===== src/rtl/core/rbvt_pkg.sv =====
// ----------------------------------------------------------------------------
// rbvt_pkg: shared types and constants of the rigid bone vertex transform
// Bone table entry layout, load request bundle, sine polynomial constants.
// ----------------------------------------------------------------------------
package rbvt_pkg;

  // Default sizes
  localparam int BONE_COUNT_DEF  = 256;
  localparam int COORD_WIDTH_DEF = 32;

  // Field widths of the stream beats
  localparam int IN_DATA_W  = 248;
  localparam int OUT_DATA_W = 96;

  // Angle and fixed-point constants
  localparam logic [15:0] QUARTER_TURN = 16'd16384;
  localparam logic [32:0] HALF_Q14     = 33'd8192;
  localparam logic [18:0] ONE_Q16      = 19'd65536;

  // Taylor coefficients of sin(pi/2 * x), unsigned Q30
  localparam logic [30:0] K1 = 31'd1686629713;
  localparam logic [30:0] K3 = 31'd693598668;
  localparam logic [30:0] K5 = 31'd85569306;
  localparam logic [30:0] K7 = 31'd5026995;
  localparam logic [30:0] K9 = 31'd172272;

  // Bone load sequencer states
  typedef enum logic [2:0] {
    LD_IDLE,
    LD_SETUP,
    LD_MUL,
    LD_ACC,
    LD_WRITE
  } ld_state_t;

  // One bone table entry, index 0..2 is axis x..z
  typedef struct packed {
    logic [2:0][31:0] pivot;
    logic [2:0][31:0] node;
    logic [2:0][17:0] cosv;
    logic [2:0][17:0] sinv;
  } bone_entry_t;

  // Payload of a bone load beat
  typedef struct packed {
    logic [2:0][15:0] angle;
    logic [2:0][31:0] pivot;
    logic [2:0][31:0] node;
  } load_req_t;

endpackage


===== src/rtl/core/rbvt_bone_load.sv =====
// ----------------------------------------------------------------------------
// rbvt_bone_load: bone load sequencer
// Evaluates sine and cosine of the three bone angles with one shared
// multiplier (odd degree-9 polynomial, Horner form) and writes the entry.
// ----------------------------------------------------------------------------
module rbvt_bone_load
  import rbvt_pkg::*;
#(
  parameter int  BONE_COUNT = BONE_COUNT_DEF,
  localparam int IW         = (BONE_COUNT > 1) ? $clog2(BONE_COUNT) : 1
) (
  input  logic                   clk,
  input  logic                   rst,
  input  logic                   start,
  input  logic [IW-1:0]          start_addr,
  input  load_req_t              start_req,
  output logic                   busy,
  output logic                   wr_en,
  output logic [IW-1:0]          wr_addr,
  output bone_entry_t            wr_data
);

  ld_state_t state, state_next;

  logic [2:0]      idx;
  logic [2:0]      step;
  logic [30:0]     x;
  logic [30:0]     x2;
  logic [30:0]     t;
  logic [61:0]     prod;
  load_req_t       req;
  logic [IW-1:0]   addr;
  logic [17:0]     sines [6];

  // current angle: even index sine, odd index cosine
  logic [15:0]     ang_sel;
  logic [14:0]     rr;
  logic [30:0]     opa, opb;
  logic [30:0]     kc;
  logic [32:0]     rnd;
  logic [16:0]     mag;
  logic [17:0]     sv;

  always_comb begin
    ang_sel = req.angle[idx[2:1]] + (idx[0] ? QUARTER_TURN : 16'd0);
    rr = ang_sel[14] ? (15'(QUARTER_TURN) - {1'b0, ang_sel[13:0]})
                     : {1'b0, ang_sel[13:0]};
  end

  // multiplier operands per polynomial step
  always_comb begin
    unique case (step)
      3'd0:    begin opa = x;  opb = x; end
      3'd5:    begin opa = x;  opb = t; end
      default: begin opa = x2; opb = t; end
    endcase
    unique case (step)
      3'd1:    kc = K7;
      3'd2:    kc = K5;
      3'd3:    kc = K3;
      default: kc = K1;
    endcase
  end

  // round Q30 to Q16, clamp to one, apply quadrant sign
  always_comb begin
    rnd = {1'b0, prod[61:30]} + HALF_Q14;
    mag = (rnd[32:14] > ONE_Q16) ? ONE_Q16[16:0] : rnd[30:14];
    sv  = ang_sel[15] ? (18'd0 - {1'b0, mag}) : {1'b0, mag};
  end

  // state register
  always_ff @(posedge clk) begin
    if (rst) begin
      state <= LD_IDLE;
    end else begin
      state <= state_next;
    end
  end

  // next state and outputs
  always_comb begin
    state_next = state;
    busy  = 1'b1;
    wr_en = 1'b0;
    unique case (state)
      LD_IDLE: begin
        busy = 1'b0;
        if (start) state_next = LD_SETUP;
      end
      LD_SETUP: state_next = LD_MUL;
      LD_MUL:   state_next = LD_ACC;
      LD_ACC: begin
        if (step == 3'd5) state_next = (idx == 3'd5) ? LD_WRITE : LD_SETUP;
        else              state_next = LD_MUL;
      end
      LD_WRITE: begin
        wr_en      = 1'b1;
        state_next = LD_IDLE;
      end
      default: state_next = LD_IDLE;
    endcase
  end

  // datapath registers
  always_ff @(posedge clk) begin
    unique case (state)
      LD_IDLE: begin
        if (start) begin
          req  <= start_req;
          addr <= start_addr;
          idx  <= 3'd0;
        end
      end
      LD_SETUP: begin
        x    <= {rr, 16'd0};
        step <= 3'd0;
      end
      LD_MUL: prod <= 62'(opa) * 62'(opb);
      LD_ACC: begin
        step <= step + 3'd1;
        if (step == 3'd0) begin
          x2 <= prod[60:30];
          t  <= K9;
        end else if (step == 3'd5) begin
          sines[idx] <= sv;
          idx <= idx + 3'd1;
        end else begin
          t <= 31'({1'b0, kc} - prod[61:30]);
        end
      end
      default: ;
    endcase
  end

  // entry assembly
  always_comb begin
    wr_addr       = addr;
    wr_data.pivot = req.pivot;
    wr_data.node  = req.node;
    for (int i = 0; i < 3; i++) begin
      wr_data.sinv[i] = sines[2 * i];
      wr_data.cosv[i] = sines[2 * i + 1];
    end
  end

endmodule


===== config.mk =====
export PLATFORM = sky130hd
export DESIGN_NAME = rbvt_bone_load
export DESIGN_NICKNAME = d
export VERILOG_FILES = /design/src/rtl/core/rbvt_pkg.sv /design/src/rtl/core/rbvt_bone_load.sv
export SDC_FILE = /design/constraint.sdc
export NUM_CORES = 2
export LEC_CHECK = 0
export BUFFER_PORTS_ARGS = -buffer_cell sky130_fd_sc_hd__clkbuf_2
export CAP_MARGIN = 40
export CORE_MARGIN = 5
export CORE_UTILIZATION = 28
export CTS_CLUSTER_DIAMETER = 60
export DETAILED_ROUTE_END_ITERATION = 7
export SETUP_SLACK_MARGIN = 0.1
export SYNTH_ARGS = -nofsm -noshare
export SYNTH_HDL_FRONTEND = slang
export SYNTH_SLANG_ARGS = --single-unit

===== constraint.sdc =====
create_clock -name clk -period 16.8 [get_ports clk]
set_input_delay 1.68 -clock clk [delete_from_list [all_inputs] [get_ports clk]]
set_output_delay 1.68 -clock clk [all_outputs]
set_load 0.02 [all_outputs]

Yosys cells after proc, flatten, opt, wreduce, memory -nomap -nowiden:

Memory sizes are Yosys's and may differ from the RTL's.
Cells that the tools add are included.
W data, S select, Z words.

* input port bits: 251
* memories kept: 1
* logic and storage cells: 76
* output and inout port bits: 310
* register bits: 396
* memory bits (read-only): 0
* bits in latches: 0
* bits in writable memories: 108

Memory list
* sines: words 6, bits a word 18, rd ports 6, clocked after Yosys merged registers in 0, wr ports 1, RTL line rbvt_bone_load.sv:33 `logic [17:0] sines [6];`

* magnitude comparators: 2
* bitwise logic cells: 0
* reductions and logical operators: 9
* shifts and indexed selects: 0
* multipliers: 1
* add/sub/neg operators: 7
* multiplexer cells: 25
* divide/modulo/power cells: 0
* equality and inequality tests: 13

Operator list (number)
* $mux W31: 3
* $pmux W31 S3: 1
* $mul A31 B31 Y62: 1
* $add A32 B14 Y33 const B: 1
* $bmux W16 S2: 1
* $sub A31 B31 Y31: 1
* $gt A19 B17 Y1 const B: 1
* $mux W18: 1
* $mux W3: 6
* $sub A1 B17 Y18 const A: 1
* $mux W17: 1
* $add A16 B15 Y16: 1
* $mux W16: 1
* $mux W15: 1
* $sub A15 B14 Y15 const A: 1
* $mux W14: 1
* $eq A3 B2 Y1 const B: 4
* $pmux W3 S2: 2
* $pmux W3 S4: 1
* $eq A3 B3 Y1 const B: 3
* $add A3 B1 Y3 const B: 2
* $eq A3 B1 Y1 const B: 2
* $logic_not A3 Y1: 2
* $mux W1: 6
* 7 further kinds: 12

Depth between registers and ports, before layout:

* word-level depth: 5
* depth in mapped cells: 34
* mapped depth without buffers: 31

Worst setup path before layout:

No wires, ideal clock.

* path type: register -> register
* start: reg step[0]
* end: reg prod[48], data pin
* required time: 16.537 ns
* arrival time: 8.809 ns
* cell stages (with the launch flop): 29
* setup slack: 7.728 ns
* cells stage by stage: edfxtp_1 ha_1 mux2i_1 clkbuf_1 clkbuf_1 mux2i_1 clkbuf_1 nor2_1 fa_1 fa_1 inv_1 fa_1 fa_1 fa_1 inv_1 fa_1 fa_1 fa_1 ha_1 a21o_1 a2111oi_0 o21bai_1 o211ai_1 a21oi_1 o21ai_0 a221oi_1 o21ai_0 a311oi_1 xnor2_1

* word-level cells in the longest chain between the ends: 4

RTL lines
* start, declared: RTL line rbvt_bone_load.sv:26 `logic [2:0] step;`
* start signal, assigned: RTL line rbvt_bone_load.sv:121 `step <= step + 3'd1;`
* $eq A3 B3 Y1 / $logic_not A3 Y1 (equally long branches): RTL line rbvt_bone_load.sv:52 `unique case (step)`
* $reduce_or A2 Y1 (no source line)
* $mux W31: RTL line rbvt_bone_load.sv:52
* $mul A31 B31 Y62 (*): RTL line rbvt_bone_load.sv:119 `LD_MUL: prod <= 62'(opa) * 62'(opb);`
* end signal, assigned: RTL line rbvt_bone_load.sv:119
* end, declared: RTL line rbvt_bone_load.sv:30 `logic [61:0] prod;`

Mark *: on every way between the ends. The rest lies on a longest branch, timed or not.
A chain may end at the register's enable or synchronous reset.

Final worst setup path:

Ends and elaborated chain as after synthesis.

==> results.rst <==
.. list-table::
   :header-rows: 1

   * - Metric
     - Value
   * - Cells after synthesis
     - 4757
   * - Die Footprint
     - 187000 µm²
   * - Worst Setup Start Kind
     - register
   * - Fraction of layout cells with a size suffix above 1
     - 15.5%
   * - Crit Path Class
     - reg -> reg
   * - Adder-cell area share of the yosys netlist
     - 40.9%
   * - Placed cell count
     - 7350
   * - Headroom to the max-slew limit
     - 32.3%
   * - Fill cell total of the finished layout
     - 18000
   * - Clock latency reported for the late side of the worst-skew pair
     - 640 ps
   * - Area of the core
     - 177000 µm²
   * - DRC violation count after routing
     - 0
   * - Min Tclk post-route
     - 10690 ps
   * - Maximum Capacitance Violations
     - 0
   * - Die W
     - 432 µm
   * - Number of buffers inserted for hold repair after clock tree synthesis
     - 0
   * - Clock tree root driver cell
     - sky130_fd_sc_hd__clkbuf_16
   * - Number of sinks driven by the clock tree
     - 474
   * - Setup repair after global routing missed its margin
     - false
   * - CP max stage delay
     - 640 ps
   * - Endpoints failing setup
     - 0
   * - Endpoints failing hold
     - 0
   * - Number of global-route vias before repair
     - 38800
   * - Critical Path RT
     - 17190 ps
   * - Syn avg cell area
     - 10.5 µm²
   * - Clock transition time at the flip-flop clock pins of the worst setup and hold paths
     - 70 ps
   * - Final period utilization
     - 63.7%
   * - Category of the worst setup path capture point
     - register
   * - Antenna violations before repair
     - 45
   * - Total via count after detailed routing
     - 36100
   * - Total global-route track usage
     - 19.2%
   * - Arrival time at the worst endpoint
     - 11080 ps
   * - Sequential element share of the synthesized area
     - 28.5%
   * - Wire length of the first global-routing pass
     - 263000 µm
   * - Cell variety after synth
     - 69
   * - DRC marker count from the first detailed-route iteration
     - 3154
   * - Cell type contributing the most total cell area after synthesis
     - sky130_fd_sc_hd__fa_1
   * - Minimum hold slack
     - 459 ps
   * - PostCTS Resize Cnt
     - 0
   * - Area share of and/or/nand/nor cells after synthesis
     - 12.7%
   * - Count of placed standard cells in the final layout, fillers left out
     - 7459
   * - Yosys warning total
     - 0
   * - Area of the multi-input gates
     - 30400 µm²
   * - Placer's final routability congestion estimate
     - 0.972
   * - Max Fanout on Critical Path
     - 211
   * - Cell area after placement
     - 54300 µm²
   * - Maximum buffer depth of the clock tree
     - 3
   * - Wire per inst
     - 24.2 µm
   * - Mux cell area share after synthesis
     - 1.38%
   * - Number of search-and-repair iterations in the first detailed-routing pass
     - 5
   * - Number of buffers added for setup after CTS
     - 0
   * - Die extent in y
     - 432 µm
   * - Post-synthesis instance area
     - 49900 µm²
   * - Share of the synthesized area in the top cell type
     - 33.6%
   * - Area occupied by registers
     - 14200 µm²
   * - Slowest cell on crit path
     - sky130_fd_sc_hd__and2_1
   * - Count of nets after finishing
     - 6442
   * - Mapped Nets
     - 6136
   * - Async set or reset register ratio after synthesis
     - 0%
   * - Xor and xnor fraction of the mapped netlist area
     - 1.67%
   * - Initial Utilization
     - 28.2%
   * - Post-route cell area
     - 56100 µm²
   * - Synthesized-area fraction occupied by ao, oa, aoi and oai cells
     - 3.98%
   * - Top achievable clock speed
     - 93.5 MHz
   * - Pin count of the biggest net entering global routing
     - 212
   * - Clock tree from TritonCTS
     - done
   * - Area Growth Syn to Fin
     - 12.5%
   * - Area contributors post-synth
     - sky130_fd_sc_hd__fa_1, sky130_fd_sc_hd__edfxtp_1, sky130_fd_sc_hd__ha_1
   * - Worst hold path type
     - reg -> reg
   * - Run status
     - finished, final reports clean
   * - DP Wirelength
     - 147000 µm
   * - Final antenna-violating net count
     - 0
   * - Seq cells post-synth
     - 474
   * - Worst clock skew on the final layout
     - 32.8 ps
   * - Final max-slew violation count
     - 0
   * - Setup slack of the most critical reg-to-reg path
     - 6110 ps
   * - Cts bufs inserted
     - 51
   * - Total congestion overflow after global routing
     - 0
   * - Flip-flop cell with the highest count after synthesis
     - sky130_fd_sc_hd__edfxtp_1
   * - Largest family of logic cells by synthesized area
     - adder cells
   * - Maximum level of the CTS H-tree
     - 2
   * - Count of flip-flops with a built-in enable after synthesis
     - 471
   * - Number of top-level design ports
     - 561
   * - Count of input and output buffers
     - 560
   * - Number of core rows
     - 154
   * - Vias per cell
     - 4.84
   * - Critical path's most frequent cell
     - sky130_fd_sc_hd__fa_1
   * - Transition time of the tightest slew-check pin
     - 1020 ps
   * - WL final
     - 180000 µm
   * - Setup TNS
     - 0 ps
==> final cells by class <==
type | count | share of cell area, %
multi-input cells | 3038 | 54.1
well taps | 2340 | 5.22
inverters | 846 | 5.67
flip-flops and latches | 474 | 25.3
clock inverters | 33 | 0.740
diodes | 14 | 0.0624
repair buffers | 652 | 6.45
clock buffers | 62 | 2.42
==> placed cells by master (no fill, tap or decap), types with 15 or more instances in the layout <==
| cell | netlist | layout |
|---|---|---|
| sky130_fd_sc_hd__ha_1 | 291 | 291 |
| sky130_fd_sc_hd__fa_1 | 837 | 837 |
| sky130_fd_sc_hd__edfxtp_1 | 471 | 471 |
| sky130_fd_sc_hd__nand2_1 | 585 | 584 |
| sky130_fd_sc_hd__a21o_1 | 43 | 43 |
| sky130_fd_sc_hd__nand3_1 | 49 | 49 |
| sky130_fd_sc_hd__nand4_1 | 17 | 17 |
| sky130_fd_sc_hd__xor2_1 | 32 | 32 |
| sky130_fd_sc_hd__a21oi_1 | 87 | 87 |
| sky130_fd_sc_hd__nor3_1 | 25 | 24 |
| sky130_fd_sc_hd__inv_1 | 846 | 845 |
| sky130_fd_sc_hd__mux2i_1 | 52 | 41 |
| sky130_fd_sc_hd__clkbuf_16 | 0 | 52 |
| sky130_fd_sc_hd__clkbuf_2 | 0 | 560 |
| sky130_fd_sc_hd__mux2_2 | 15 | 15 |
| sky130_fd_sc_hd__o21ai_0 | 62 | 62 |
| sky130_fd_sc_hd__and2_1 | 24 | 24 |
| sky130_fd_sc_hd__buf_4 | 192 | 80 |
| sky130_fd_sc_hd__nor2_1 | 468 | 467 |
| sky130_fd_sc_hd__nor2b_1 | 30 | 27 |
| sky130_fd_sc_hd__xnor2_1 | 63 | 63 |
| sky130_fd_sc_hd__and3_1 | 184 | 184 |
==> kinds of logic (layout without fill, tap and decap cells) <==
| logic type | count (synthesis) | count (layout) |
|---|---|---|
| compound gates | 307 | 307 |
| xor+xnor | 95 | 95 |
| fa+ha+maj | 1128 | 1128 |
| buf+inv | 1245 | 1593 |
| flops | 474 | 474 |
| mux | 67 | 67 |
| other cells | 0 | 14 |
| simple gates | 1441 | 1441 |
==> critical path, delay by kind of cell (launching register included) <==
family	cells	cell delay (ps)
adders and majority gates	10	4500
and+or+nand+nor	2	800
xor gates and xnor gates	1	100
buffers and inverters	8	1110
DFF	1	430
muxes	1	530
AOI/OAI and AO/OA	9	2720
==> worst paths after layout <==
| path | start | endpoint | depth (start not counted) |
|---|---|---|---|
| max | step[0] | prod[48] | 31 |
| min | prod[41] | x2[11] | 0 |
| min reg2reg | prod[41] | x2[11] | 0 |
| max reg2reg | step[0] | prod[48] | 31 |
==> per-layer routing <==
| metal | vias up | track usage [%] | wire, µm |
|---|---|---|---|
| li1 | 15400 | - | - |
| met1 | 18400 | 21.8 | 62500 |
| met2 | 1920 | 33.4 | 89600 |
| met3 | 413 | 5.57 | 18300 |
| met4 | 28 | 8.92 | 9860 |
| met5 | - | 0 | 192 |
==> cell usage after synthesis, types with 30 or more instances <==
cell type                    n
sky130_fd_sc_hd__fa_1      837
sky130_fd_sc_hd__o21ai_0    62
sky130_fd_sc_hd__buf_4     192
sky130_fd_sc_hd__nor2_1    468
sky130_fd_sc_hd__xnor2_1    63
sky130_fd_sc_hd__ha_1      291
sky130_fd_sc_hd__a21o_1     43
sky130_fd_sc_hd__and3_1    184
sky130_fd_sc_hd__nor2b_1    30
sky130_fd_sc_hd__nand3_1    49
sky130_fd_sc_hd__edfxtp_1  471
sky130_fd_sc_hd__inv_1     846
sky130_fd_sc_hd__xor2_1     32
sky130_fd_sc_hd__clkbuf_1  178
sky130_fd_sc_hd__mux2i_1    52
sky130_fd_sc_hd__a21oi_1    87
sky130_fd_sc_hd__nand2_1   585
==> state kept, by name (all words and copies together), names as in the netlist <==
signal and cells:
idx 3, prod 32, req 48, sines 108
state 3, step 3, t 31, wr_addr 8
wr_data 192, x 15, x2 31
==> stage by stage <==
step | setup WS (ps) | utilization, %
finish | 6110 | 31.8
global route | 5610 | 31.7
CTS | 6250 | 31.7
detailed placement | 6240 | 30.7
global placement | 6380 | 30.6
floorplan | 7730 | -
Power is left out: the tool's default activity adds up to more than one toggle a clock period on the data nets, which glitch-free logic cannot reach.
